==> src/hdl/ctp_pkg.sv <==
`default_nettype none

package ctp_pkg;

  localparam int unsigned ModeW   = 2;
  localparam int unsigned OwnerW  = 8;
  localparam int unsigned TicksW  = 16;
  localparam int unsigned ActionW = 4;
  localparam int unsigned KindW   = 3;
  localparam int unsigned SlotW   = 6;
  localparam int unsigned CountW  = 7;

  typedef enum logic [ModeW-1:0] {
    MODE_SCHED   = 2'd0,
    MODE_TICK    = 2'd1,
    MODE_RELEASE = 2'd2,
    MODE_NONE    = 2'd3
  } mode_e;

  typedef enum logic [KindW-1:0] {
    KIND_SCHED    = 3'd0,
    KIND_FULL     = 3'd1,
    KIND_EXPIRED  = 3'd2,
    KIND_QUIET    = 3'd3,
    KIND_RELEASED = 3'd4
  } kind_e;

  typedef enum logic [1:0] {
    ST_IDLE,
    ST_SCAN,
    ST_FINISH
  } state_e;

  // one slot of the pool as held in memory
  typedef struct packed {
    logic [TicksW-1:0]  ticks;
    logic [OwnerW-1:0]  owner;
    logic [ActionW-1:0] action;
    logic               armed;
  } entry_t;

  // write command from sequencer to slot store
  typedef struct packed {
    logic   set;
    logic   clr;
    entry_t data;
  } mem_wr_t;

endpackage

`default_nettype wire

==> src/hdl/ctp_mem.sv <==
`default_nettype none

module ctp_mem #(
  parameter int unsigned TIMER_SLOTS = 64,
  localparam int unsigned IdxW = (TIMER_SLOTS > 1) ? $clog2(TIMER_SLOTS) : 1
) (
  input  wire logic              clk_i,
  input  wire logic              rst_ni,
  input  wire logic [IdxW-1:0]   rd_addr_i,
  output ctp_pkg::entry_t        rd_data_o,
  input  wire logic [IdxW-1:0]   wr_addr_i,
  input  ctp_pkg::mem_wr_t       wr_i
);

  ctp_pkg::entry_t mem_q [TIMER_SLOTS];
  ctp_pkg::entry_t rd_q;
  logic [TIMER_SLOTS-1:0] valid_q;
  logic                   rvalid_q;

  always_ff @(posedge clk_i) begin
    if (wr_i.set) begin
      mem_q[wr_addr_i] <= wr_i.data;
    end
    rd_q <= mem_q[rd_addr_i];
  end

  // a slot without its valid bit reads as the all-zero reset entry
  always_ff @(posedge clk_i or negedge rst_ni) begin
    if (!rst_ni) begin
      valid_q  <= '0;
      rvalid_q <= 1'b0;
    end else begin
      if (wr_i.set) begin
        valid_q[wr_addr_i] <= 1'b1;
      end else if (wr_i.clr) begin
        valid_q[wr_addr_i] <= 1'b0;
      end
      rvalid_q <= valid_q[rd_addr_i];
    end
  end

  assign rd_data_o = rvalid_q ? rd_q : '0;

endmodule

`default_nettype wire

==> src/hdl/ctp_ctrl.sv <==
`default_nettype none

module ctp_ctrl #(
  parameter int unsigned TIMER_SLOTS = 64,
  localparam int unsigned IdxW = (TIMER_SLOTS > 1) ? $clog2(TIMER_SLOTS) : 1,
  localparam int unsigned CntW = $clog2(TIMER_SLOTS + 1)
) (
  input  wire logic                          clk_i,
  input  wire logic                          rst_ni,
  input  wire logic                          in_valid_i,
  output logic                               in_ready_o,
  input  wire logic [ctp_pkg::ModeW-1:0]     mode_i,
  input  wire logic [ctp_pkg::OwnerW-1:0]    owner_i,
  input  wire logic [ctp_pkg::TicksW-1:0]    duration_i,
  input  wire logic [ctp_pkg::ActionW-1:0]   action_i,
  output logic                               out_valid_o,
  input  wire logic                          out_ready_i,
  output logic [ctp_pkg::KindW-1:0]          kind_o,
  output logic [ctp_pkg::SlotW-1:0]          slot_o,
  output logic [ctp_pkg::OwnerW-1:0]         expired_owner_o,
  output logic [ctp_pkg::ActionW-1:0]        expired_action_o,
  output logic [ctp_pkg::CountW-1:0]         cleared_count_o,
  output logic                               last_o,
  output logic [IdxW-1:0]                    rd_addr_o,
  input  ctp_pkg::entry_t                    rd_data_i,
  output logic [IdxW-1:0]                    wr_addr_o,
  output ctp_pkg::mem_wr_t                   wr_o
);

  ctp_pkg::state_e state_q, state_d;
  ctp_pkg::mode_e  mode_q, mode_d;
  logic [ctp_pkg::OwnerW-1:0]  owner_q, owner_d;
  logic [ctp_pkg::TicksW-1:0]  dur_q, dur_d;
  logic [ctp_pkg::ActionW-1:0] act_q, act_d;
  logic [IdxW-1:0]             idx_q, idx_d;
  logic [CntW-1:0]             cnt_q, cnt_d;

  // held expiry: its last flag is known only once a later expiry or the end is seen
  logic                        pend_valid_q, pend_valid_d;
  logic [IdxW-1:0]             pend_slot_q, pend_slot_d;
  logic [ctp_pkg::OwnerW-1:0]  pend_owner_q, pend_owner_d;
  logic [ctp_pkg::ActionW-1:0] pend_action_q, pend_action_d;

  logic                        out_valid_q, out_valid_d;
  ctp_pkg::kind_e              out_kind_q, ld_kind;
  logic [ctp_pkg::SlotW-1:0]   out_slot_q, ld_slot;
  logic [ctp_pkg::OwnerW-1:0]  out_owner_q, ld_owner;
  logic [ctp_pkg::ActionW-1:0] out_action_q, ld_action;
  logic [ctp_pkg::CountW-1:0]  out_cnt_q, ld_cnt;
  logic                        out_last_q, ld_last;
  logic                        out_load;

  logic                        out_free;
  logic                        last_slot;
  logic                        advance;
  logic                        expire;
  logic [ctp_pkg::TicksW-1:0]  ticks_dec;

  assign out_free  = !out_valid_q || out_ready_i;
  assign last_slot = (idx_q == IdxW'(TIMER_SLOTS - 1));
  assign ticks_dec = (rd_data_i.ticks != '0) ? (rd_data_i.ticks - 1'b1) : rd_data_i.ticks;
  assign expire    = (ticks_dec == '0) && rd_data_i.armed;
  assign wr_addr_o = idx_q;

  always_comb begin
    state_d       = state_q;
    mode_d        = mode_q;
    owner_d       = owner_q;
    dur_d         = dur_q;
    act_d         = act_q;
    idx_d         = idx_q;
    cnt_d         = cnt_q;
    pend_valid_d  = pend_valid_q;
    pend_slot_d   = pend_slot_q;
    pend_owner_d  = pend_owner_q;
    pend_action_d = pend_action_q;
    in_ready_o    = 1'b0;
    rd_addr_o     = idx_q;
    wr_o          = '0;
    advance       = 1'b0;
    out_load      = 1'b0;
    ld_kind       = ctp_pkg::KIND_SCHED;
    ld_slot       = '0;
    ld_owner      = '0;
    ld_action     = '0;
    ld_cnt        = '0;
    ld_last       = 1'b1;

    unique case (state_q)
      ctp_pkg::ST_IDLE: begin
        in_ready_o = 1'b1;
        rd_addr_o  = '0;
        if (in_valid_i && (ctp_pkg::mode_e'(mode_i) != ctp_pkg::MODE_NONE)) begin
          mode_d       = ctp_pkg::mode_e'(mode_i);
          owner_d      = owner_i;
          dur_d        = duration_i;
          act_d        = action_i;
          idx_d        = '0;
          cnt_d        = '0;
          pend_valid_d = 1'b0;
          state_d      = ctp_pkg::ST_SCAN;
        end
      end

      ctp_pkg::ST_SCAN: begin
        advance = 1'b1;
        unique case (mode_q)
          ctp_pkg::MODE_SCHED: begin
            // zero count means free, armed or not
            if (rd_data_i.ticks == '0) begin
              advance = 1'b0;
              if (out_free) begin
                wr_o.set         = 1'b1;
                wr_o.data.ticks  = dur_q;
                wr_o.data.owner  = owner_q;
                wr_o.data.action = act_q;
                wr_o.data.armed  = 1'b1;
                out_load         = 1'b1;
                ld_kind          = ctp_pkg::KIND_SCHED;
                ld_slot          = ctp_pkg::SlotW'(idx_q);
                state_d          = ctp_pkg::ST_IDLE;
              end
            end
          end
          ctp_pkg::MODE_TICK: begin
            if (expire && pend_valid_q && !out_free) begin
              advance = 1'b0;
            end else if (expire) begin
              wr_o.clr = 1'b1;
              if (pend_valid_q) begin
                out_load  = 1'b1;
                ld_kind   = ctp_pkg::KIND_EXPIRED;
                ld_slot   = ctp_pkg::SlotW'(pend_slot_q);
                ld_owner  = pend_owner_q;
                ld_action = pend_action_q;
                ld_last   = 1'b0;
              end
              pend_valid_d  = 1'b1;
              pend_slot_d   = idx_q;
              pend_owner_d  = rd_data_i.owner;
              pend_action_d = rd_data_i.action;
            end else if (rd_data_i.ticks != '0) begin
              wr_o.set        = 1'b1;
              wr_o.data       = rd_data_i;
              wr_o.data.ticks = ticks_dec;
            end
          end
          ctp_pkg::MODE_RELEASE: begin
            if (rd_data_i.owner == owner_q) begin
              wr_o.clr = 1'b1;
              cnt_d    = cnt_q + CntW'(rd_data_i.armed);
            end
          end
          default: begin
            advance = 1'b0;
            state_d = ctp_pkg::ST_IDLE;
          end
        endcase
        if (advance) begin
          if (last_slot) begin
            state_d = ctp_pkg::ST_FINISH;
          end else begin
            idx_d     = idx_q + 1'b1;
            rd_addr_o = idx_q + 1'b1;
          end
        end
      end

      ctp_pkg::ST_FINISH: begin
        rd_addr_o = '0;
        if (out_free) begin
          out_load = 1'b1;
          unique case (mode_q)
            ctp_pkg::MODE_SCHED: ld_kind = ctp_pkg::KIND_FULL;
            ctp_pkg::MODE_TICK: begin
              if (pend_valid_q) begin
                ld_kind   = ctp_pkg::KIND_EXPIRED;
                ld_slot   = ctp_pkg::SlotW'(pend_slot_q);
                ld_owner  = pend_owner_q;
                ld_action = pend_action_q;
              end else begin
                ld_kind = ctp_pkg::KIND_QUIET;
              end
            end
            ctp_pkg::MODE_RELEASE: begin
              ld_kind = ctp_pkg::KIND_RELEASED;
              ld_cnt  = ctp_pkg::CountW'(cnt_q);
            end
            default: out_load = 1'b0;
          endcase
          pend_valid_d = 1'b0;
          state_d      = ctp_pkg::ST_IDLE;
        end
      end

      default: state_d = ctp_pkg::ST_IDLE;
    endcase
  end

  always_comb begin
    out_valid_d = out_valid_q;
    if (out_load) begin
      out_valid_d = 1'b1;
    end else if (out_ready_i) begin
      out_valid_d = 1'b0;
    end
  end

  always_ff @(posedge clk_i or negedge rst_ni) begin
    if (!rst_ni) begin
      state_q      <= ctp_pkg::ST_IDLE;
      pend_valid_q <= 1'b0;
      out_valid_q  <= 1'b0;
    end else begin
      state_q      <= state_d;
      pend_valid_q <= pend_valid_d;
      out_valid_q  <= out_valid_d;
    end
  end

  always_ff @(posedge clk_i) begin
    mode_q        <= mode_d;
    owner_q       <= owner_d;
    dur_q         <= dur_d;
    act_q         <= act_d;
    idx_q         <= idx_d;
    cnt_q         <= cnt_d;
    pend_slot_q   <= pend_slot_d;
    pend_owner_q  <= pend_owner_d;
    pend_action_q <= pend_action_d;
    if (out_load) begin
      out_kind_q   <= ld_kind;
      out_slot_q   <= ld_slot;
      out_owner_q  <= ld_owner;
      out_action_q <= ld_action;
      out_cnt_q    <= ld_cnt;
      out_last_q   <= ld_last;
    end
  end

  assign out_valid_o      = out_valid_q;
  assign kind_o           = out_kind_q;
  assign slot_o           = out_slot_q;
  assign expired_owner_o  = out_owner_q;
  assign expired_action_o = out_action_q;
  assign cleared_count_o  = out_cnt_q;
  assign last_o           = out_last_q;

endmodule

`default_nettype wire

==> src/hdl/countdown_timer_pool.sv <==
// Each beat walks the slot store at most once, one slot per cycle through a single read port
// while output back-pressure does not stall the scan: tick and release visit every slot, schedule
// stops at the first free slot or walks all slots when full. Mode 3 is taken with no result.
// Reset clears the per-slot valid bits, so every slot reads as zero at once.
`default_nettype none

module countdown_timer_pool #(
  parameter int unsigned TIMER_SLOTS = 64
) (
  input  wire logic                          clk_i,
  input  wire logic                          rst_ni,
  input  wire logic                          in_valid_i,
  output logic                               in_ready_o,
  input  wire logic [ctp_pkg::ModeW-1:0]     mode_i,
  input  wire logic [ctp_pkg::OwnerW-1:0]    owner_i,
  input  wire logic [ctp_pkg::TicksW-1:0]    duration_i,
  input  wire logic [ctp_pkg::ActionW-1:0]   action_i,
  output logic                               out_valid_o,
  input  wire logic                          out_ready_i,
  output logic [ctp_pkg::KindW-1:0]          kind_o,
  output logic [ctp_pkg::SlotW-1:0]          slot_o,
  output logic [ctp_pkg::OwnerW-1:0]         expired_owner_o,
  output logic [ctp_pkg::ActionW-1:0]        expired_action_o,
  output logic [ctp_pkg::CountW-1:0]         cleared_count_o,
  output logic                               last_o
);

  localparam int unsigned IdxW = (TIMER_SLOTS > 1) ? $clog2(TIMER_SLOTS) : 1;

  logic [IdxW-1:0]  rd_addr;
  logic [IdxW-1:0]  wr_addr;
  ctp_pkg::entry_t  rd_data;
  ctp_pkg::mem_wr_t wr;

  ctp_ctrl #(
    .TIMER_SLOTS (TIMER_SLOTS)
  ) u_ctrl (
    .clk_i            (clk_i),
    .rst_ni           (rst_ni),
    .in_valid_i       (in_valid_i),
    .in_ready_o       (in_ready_o),
    .mode_i           (mode_i),
    .owner_i          (owner_i),
    .duration_i       (duration_i),
    .action_i         (action_i),
    .out_valid_o      (out_valid_o),
    .out_ready_i      (out_ready_i),
    .kind_o           (kind_o),
    .slot_o           (slot_o),
    .expired_owner_o  (expired_owner_o),
    .expired_action_o (expired_action_o),
    .cleared_count_o  (cleared_count_o),
    .last_o           (last_o),
    .rd_addr_o        (rd_addr),
    .rd_data_i        (rd_data),
    .wr_addr_o        (wr_addr),
    .wr_o             (wr)
  );

  ctp_mem #(
    .TIMER_SLOTS (TIMER_SLOTS)
  ) u_mem (
    .clk_i     (clk_i),
    .rst_ni    (rst_ni),
    .rd_addr_i (rd_addr),
    .rd_data_o (rd_data),
    .wr_addr_i (wr_addr),
    .wr_i      (wr)
  );

endmodule

`default_nettype wire

==> config.mk <==
export PLATFORM = sky130hd
export DESIGN_NAME = countdown_timer_pool
export DESIGN_NICKNAME = d
export VERILOG_FILES = /design/src/hdl/ctp_pkg.sv /design/src/hdl/ctp_mem.sv /design/src/hdl/ctp_ctrl.sv /design/src/hdl/countdown_timer_pool.sv
export SDC_FILE = /design/constraint.sdc
export NUM_CORES = 2
export LEC_CHECK = 0
export BUFFER_PORTS_ARGS = -buffer_cell sky130_fd_sc_hd__buf_2
export CAP_MARGIN = 20
export CORE_UTILIZATION = 45
export CTS_CLUSTER_SIZE = 30
export DETAILED_ROUTE_END_ITERATION = 6
export MAX_ROUTING_LAYER = met4
export PLACE_DENSITY = 0.6
export SETUP_SLACK_MARGIN = 0.3
export SYNTH_ARGS = -nofsm -noshare
export SYNTH_HDL_FRONTEND = slang
export SYNTH_SLANG_ARGS = --single-unit
==> constraint.sdc <==
create_clock -name clk_i -period 16.6 [get_ports clk_i]
set_clock_uncertainty 0.15 [all_clocks]
set_input_delay 1.66 -clock clk_i [delete_from_list [all_inputs] [get_ports clk_i]]
set_output_delay 1.66 -clock clk_i [all_outputs]
set_load 0.01 [all_outputs]
Yosys cells after proc, flatten, opt, wreduce, memory -nomap -nowiden:

Memories as Yosys holds them, arrays and structs flattened. A register that Yosys moved wholly into a read port is not among the register bits.
Cells that the tools add are included.

* bits in registers: 159
* memory bits (writable): 1856
* output and inout bits: 31
* logic and storage cells: 168
* memories: 1

Memory list
* u_mem.mem_q: depth 64, width 29, read ports 1, clocked after Yosys merged registers in 1, wr ports 1, line ctp_mem.sv:15 `ctp_pkg::entry_t mem_q [TIMER_SLOTS];`

* add/sub/neg operators: 3
* $lt $le $gt $ge: 3
* equal/unequal tests: 14
* muxes and demuxes: 93
* bitwise operators: 7
* reductions and logical operators: 27

Operator list (count)
* two-way mux 29 bit: 5
* two-way mux 64 bit: 2
* bitwise AND 64 bit: 1
* inverter 64 bit: 1
* OR 64 bit: 1
* two-way mux 31 bit: 2
* two-way mux 6 bit: 10
* one-hot mux 29 bit (2 select lines): 1
* two-way mux 8 bit: 6
* one-hot mux 6 bit (2 select lines): 4
* zero test 16 bit: 2
* two-way mux 1 bit: 28
* two-way mux 4 bit: 6
* two-way mux 7 bit: 3
* two-way mux 16 bit: 1
* one-hot mux 8 bit (2 select lines): 1
* nonzero test 16 bit: 1
* subtractor 16 x 1 -> 16 bit (second input constant): 1
* less-than comparator 6 x 7 -> 1 bit (second input constant): 2
* one-hot mux 7 bit (2 select lines): 1
* two-way mux 2 bit: 6
* two-way mux 3 bit: 4
* inequality test 2 x 1 -> 1 bit (second input constant): 6
* one-hot mux 3 bit (3 select lines): 1
* 30 further kinds: 51

Logic depth before layout (Yosys ltp):

* word-level depth: 14
* gate-level depth with buffers: 26
* mapped depth without buffers: 17

By module:

From an unflattened synthesis, not the netlist that was laid out.

* cells, all modules: 3792
* area, all modules: 79505.0 µm²

Modules (own cells, without submodules)
* ctp_mem: instances 1, cells an instance 3365, area each 74541.5 µm²
* ctp_ctrl: instances 1, cells an instance 427, area each 4963.5 µm²

Least setup slack after synthesis:

OpenSTA, ideal clock, no wires.

* path kind: register -> register
* start point: register u_mem.rvalid_q
* end point: memory u_mem.mem_q[47][0] in the netlist's numbering (enable)
* library setup time: 453 ps
* data arrival time: 6172 ps
* data required time: 15997 ps
* path slack: 9825 ps
* cell stages (with the launch flop): 22
* path buffers: 6
* clock period less this slack: 6775 ps
* cell sequence: dfrtp_1 clkbuf_1 clkbuf_1 clkbuf_1 clkbuf_1 nand2_1 ha_1 buf_2 or3b_2 o31ai_4 inv_2 ha_1 nor3b_1 nand4b_1 nor4b_2 nand2_1 nor2_1 nor2b_1 and2_1 clkbuf_1 o21bai_1 nor3_1

* cells in the longest elaborated chain, start to end: 12
* elaborated cells on any way between the ends: 17

RTL lines
* start, declared: line ctp_mem.sv:18 `logic rvalid_q;`
* start signal, assigned: line ctp_mem.sv:38 `rvalid_q <= valid_q[rd_addr_i];`
* two-way mux 29 bit *: line ctp_mem.sv:42 `assign rd_data_o = rvalid_q ? rd_q : '0;`
* subtractor 16 x 1 -> 16 bit / nonzero test 16 bit (equally long branches): line ctp_ctrl.sv:61, ctp_ctrl.sv:142
* two-way mux 16 bit: line ctp_ctrl.sv:61 `assign ticks_dec = (rd_data_i.ticks != '0) ? (rd_data_i.ticks - 1'b1) : rd_data_i.ticks;`
* zero test 16 bit: line ctp_ctrl.sv:62 `assign expire = (ticks_dec == '0) && rd_data_i.armed;`
* logical AND 1 bit: line ctp_ctrl.sv:62
* logical AND 1 bit (2 in series): line ctp_ctrl.sv:126 `if (expire && pend_valid_q && !out_free) begin`
* two-way mux 31 bit: line ctp_ctrl.sv:126
* one-hot mux 1 bit (2 select lines) *: line ctp_ctrl.sv:107 `unique case (mode_q)`
* two-way mux 31 bit *: line ctp_ctrl.sv:89 `unique case (state_q)`
* two-way mux 1 bit *: line ctp_mem.sv:21 `if (wr_i.set) begin`
* two-way mux 1 bit (implied by the code) *: line ctp_mem.sv:22 `mem_q[wr_addr_i] <= wr_i.data;`
* end, declared: line ctp_mem.sv:15

Mark *: on every way between the ends. The rest lies on a longest branch, timed or not.

Worst setup path in the final report:

* start point: register u_mem.rvalid_q
* end point: register, netlist name u_mem.rd_q[6]

* cells in the longest elaborated chain, start to end: 12
* elaborated cells on any way between the ends: 15

RTL lines (line)
* two-way mux 29 bit *: ctp_mem.sv:42
* subtractor 16 x 1 -> 16 bit / nonzero test 16 bit (equally long branches): ctp_ctrl.sv:61
* two-way mux 16 bit: ctp_ctrl.sv:61
* zero test 16 bit: ctp_ctrl.sv:62
* logical AND 1 bit: ctp_ctrl.sv:62
* logical AND 1 bit (2 in series): ctp_ctrl.sv:126
* two-way mux 1 bit: ctp_ctrl.sv:126
* one-hot mux 1 bit (3 select lines) *: ctp_ctrl.sv:107
* two-way mux 1 bit *: ctp_ctrl.sv:89
* two-way mux 6 bit *
* one-hot mux 6 bit (2 select lines) *: ctp_ctrl.sv:89

Mark *: on every way between the ends. The rest lies on a longest branch, timed or not. The select of a mux whose other input is x is not followed.
A chain may end at the register's enable or synchronous reset.

==> metrics.yaml <==
synthesis:
  syn_inst: 6307
  syn_area_sq_um: 85540
  synth.avg_cell_area_sq_um: 13.56
  ys_ff_latch: 2044
  async_flop_share_pct: 3.376
  yosysUniqueCellTypes: 86
  synth_fp_nets: 6355
  synth_edf_count: 1946
  synth_warnings: 0
  seq_area_frac_synth_pct: 71.02
  synthFlopType: "edfxtp_1"
grt:
  grt_first_pass_wirelength_microns: 384000
  grt_pass1_vias: 52942
  grt_overflow: 0
  antenna_found_initial: 15
  track_usage_pct: 28.33
  grt_max_degree: 151
cts:
  cts.sinks: 2044
  clock_latency_ns: 0.86
  root_buffer: "clkbuf_16"
  ctsResizeCount: 0
  cts.reportedPaths.clkPinSlew_ns: 0.06
  htree_num_levels: 4
  cts_buffers: 206
  postCtsSetupBuffers: 0
  cts_tree: "done"
  ctsHoldBuffers: 0
  clk_path_buf_depth: 3
setup_path:
  end_kind: "flop"
  crit_chain: "nand2_1, ha_1, or3b_2, o31ai_4, inv_2, ha_1, nor3b_1, nand4b_1, nor4b_2, and4_1, a21boi_4, buf_4, a21oi_4, buf_12, buf_12, mux2_1, o2111ai_1, nand4_1, nor4_1, nand4_1"
  cpLargestDelayFamily: "simple AND/OR/NAND/NOR gates"
  path_class: "flop to flop"
  cp.required_ns: 17.03
  setup.worst_path.start_class: "flop"
  critPathMaxFanout: 127
  critPathBufInv: 4
  critPathSlowestCell: "nor4_1"
  critPathMaxStageDelay_ns: 0.86
  arrival_ns: 9.48
routing:
  ant_nets: 0
  drtIter0Drc: 8299
  dr_total_vias: 57338
  drc: 33
  drt_wl_total_microns: 269500
  vias_per_cell: 6.397
  wire_per_inst_microns: 30.07
  drtPass1Iterations: 7
layout:
  fillers: 15767
  finalInstanceArea_sq_um: 96240
  synthToLayoutAreaGrowth_pct: 12.51
  finalNonFillerCells: 8963
  final_cell_mix: "1946 x edfxtp_1, 1015 x nand2_1, 520 x nand3_1"
  final_common_cell: "edfxtp_1"
  fin_nets: 6322
  layout-drive-gt1-share_pct: 11.93
placement:
  finalWeightedCongestion: 0.9156
  portBuffers: 64
  dp_hpwl_microns: 151000
  dpl-instance-area_sq_um: 89290
  dp_worst_setup_slack_ns: 7.740
  place_inst: 8555
timing:
  period_needed_ns: 9.059
  hold_viol_final: 0
  rsz0062_at_grt: "no"
  slew_headroom_pct: 18.05
  post-route-period-util_pct: 54.57
  tightest_slew_ns: 1.226
  layout_setup_ws_ns: 7.541
  fin_setup_tns_ns: 0
  max_freq_ghz: 0.1104
  drv_slew: 0
  setup_viol: 0
pwr:
  irDropWorstVdd_v: 0.0001598
  finalPower_mw: 16.00
  powerDensity_nw_per_um2: 166.2
  p_leak_nw: 32.06
die:
  core_area_sq_um: 188200
  die_w_microns: 438.0
  io_pins: 65
  die_h_microns: 438.0
  num_rows: 159
  initial_utilization_pct: 45.45
  die_area_sq_um: 191800
status:
  failed_checks: "design-rule violations"
  status: "finished, violations left"
min_path:
  hold_class: "flop to flop"
run:
  drv_cap: 0
## metal layers
metal,up-vias,wire (microns),GRT usage (%)
met5,-,0,-
met4,0,11290,11.15
met3,453,27690,4.949
met2,3213,119600,40.90
met1,29166,110900,39.88
li1,24506,-,-
## Yosys cell counts, types with 23 or more instances
library cell | count | area (sq um)
mux2_1 | 26 | 292.8
a22o_1 | 23 | 201.4
a31oi_1 | 28 | 175.2
nor4_1 | 35 | 219.0
nor2_1 | 136 | 510.5
and3_1 | 104 | 650.6
o211ai_1 | 208 | 1562
nand2_1 | 1017 | 3817
a221o_1 | 48 | 480.5
buf_2 | 169 | 845.8
nand4_1 | 95 | 594.3
a221oi_1 | 130 | 1139
a211oi_1 | 63 | 473.0
a21oi_1 | 149 | 745.7
edfxtp_1 | 1946 | 58440
o2111ai_1 | 94 | 823.3
nand3_1 | 520 | 2603
mux2_2 | 67 | 754.5
clkbuf_1 | 236 | 885.9
a22oi_1 | 145 | 1089
dfrtp_1 | 69 | 1727
inv_1 | 96 | 360.4
a32oi_1 | 27 | 236.5
o21ai_0 | 208 | 1041
mux2i_1 | 154 | 1541
and2_1 | 62 | 387.9
dfxtp_1 | 29 | 580.6
buf_1 | 73 | 274.0
## worst register-to-register path, cell delays in order, from the launching register on
cell and delay (ns):
dfrtp_1 0.78, nand2_1 0.28, ha_1 0.37, or3b_2 0.54
o31ai_4 0.36, inv_2 0.13, ha_1 0.30, nor3b_1 0.17
nand4b_1 0.15, nor4b_2 0.40, and4_1 0.35, a21boi_4 0.09
buf_4 0.37, a21oi_4 0.60, buf_12 0.47, buf_12 0.97
mux2_1 0.46, o2111ai_1 0.26, nand4_1 0.23, nor4_1 0.86
nand4_1 0.50
## per-stage QoR
stage	hold slack, ns	utilization (%)
after detailed placement	0.3431	47.44
after floorplan	0.2744	-
after global routing	0.3767	51.12
after global placement	0.3361	47.37
after CTS	0.3572	51.06
final	0.3618	51.14
## power breakdown
part | total, mW | internal (mW) | leakage [nW] | switching, mW
Clock | 4.69 | 2.70 | 3.32 | 1.99
Combinational | 5.29 | 1.51 | 9.98 | 3.78
Sequential | 6.01 | 5.84 | 18.8 | 0.178
## flip-flops by register name, indices dropped and copies added, names as in the netlist, named ones only
name                     cells
u_ctrl.mode_q                2
u_ctrl.act_q                 4
u_ctrl.dur_q                16
u_ctrl.cnt_q                 7
u_ctrl.kind_o                3
u_ctrl.pend_slot_q           6
u_ctrl.state_q               2
u_ctrl.expired_action_o      4
u_ctrl.last_o                1
u_mem.mem_q               1856
u_ctrl.owner_q               8
u_ctrl.pend_valid_q          1
u_ctrl.slot_o                6
u_ctrl.expired_owner_o       8
u_ctrl.out_valid_o           1
u_ctrl.cleared_count_o       7
u_mem.rvalid_q               1
u_mem.rd_q                  29
u_ctrl.pend_action_q         4
u_ctrl.pend_owner_q          8
u_ctrl.wr_addr_o             6
## cell type report
class	instances	area [sq um]	share of cell area [%]
multi-input cells	3666	23120	24.02
diodes	14	35.03	0.03640
inverters	98	367.9	0.3822
clock buffers	268	5603	5.822
flip-flops and latches	2044	60740	63.12
well taps	2495	3122	3.244
clock inverters	120	1202	1.249
repair buffers	258	2044	2.124
## kinds of logic after synthesis
logic type               Yosys count  share of synthesized area [%]
AND/OR/NAND/NOR                 2062                          11.12
flip-flops                      2044                          71.02
AO/OA/AOI/OAI                   1324                          11.47
buffers and inverters            597                          2.972
multiplexers                     247                          3.026
XOR/XNOR                          19                         0.1946
adder cells (fa/ha/maj)           14                         0.2048
## final timing paths
kind	start	to	slack (ns)	cells past startpoint
max	u_mem.rvalid_q$_DFF_PN0_	u_mem.rd_q[6]$_DFF_P_	7.54	20
min	flop	flop	0.36	2
max reg2reg	u_mem.rvalid_q$_DFF_PN0_	u_mem.rd_q[6]$_DFF_P_	7.54	20
min reg2reg	flop	flop	0.36	2
max in group asynchronous	rst_ni	async pin	14.84	1
min in group asynchronous	rst_ni	async pin	0.82	1
Note: power is estimated with default switching activity, not from simulation.
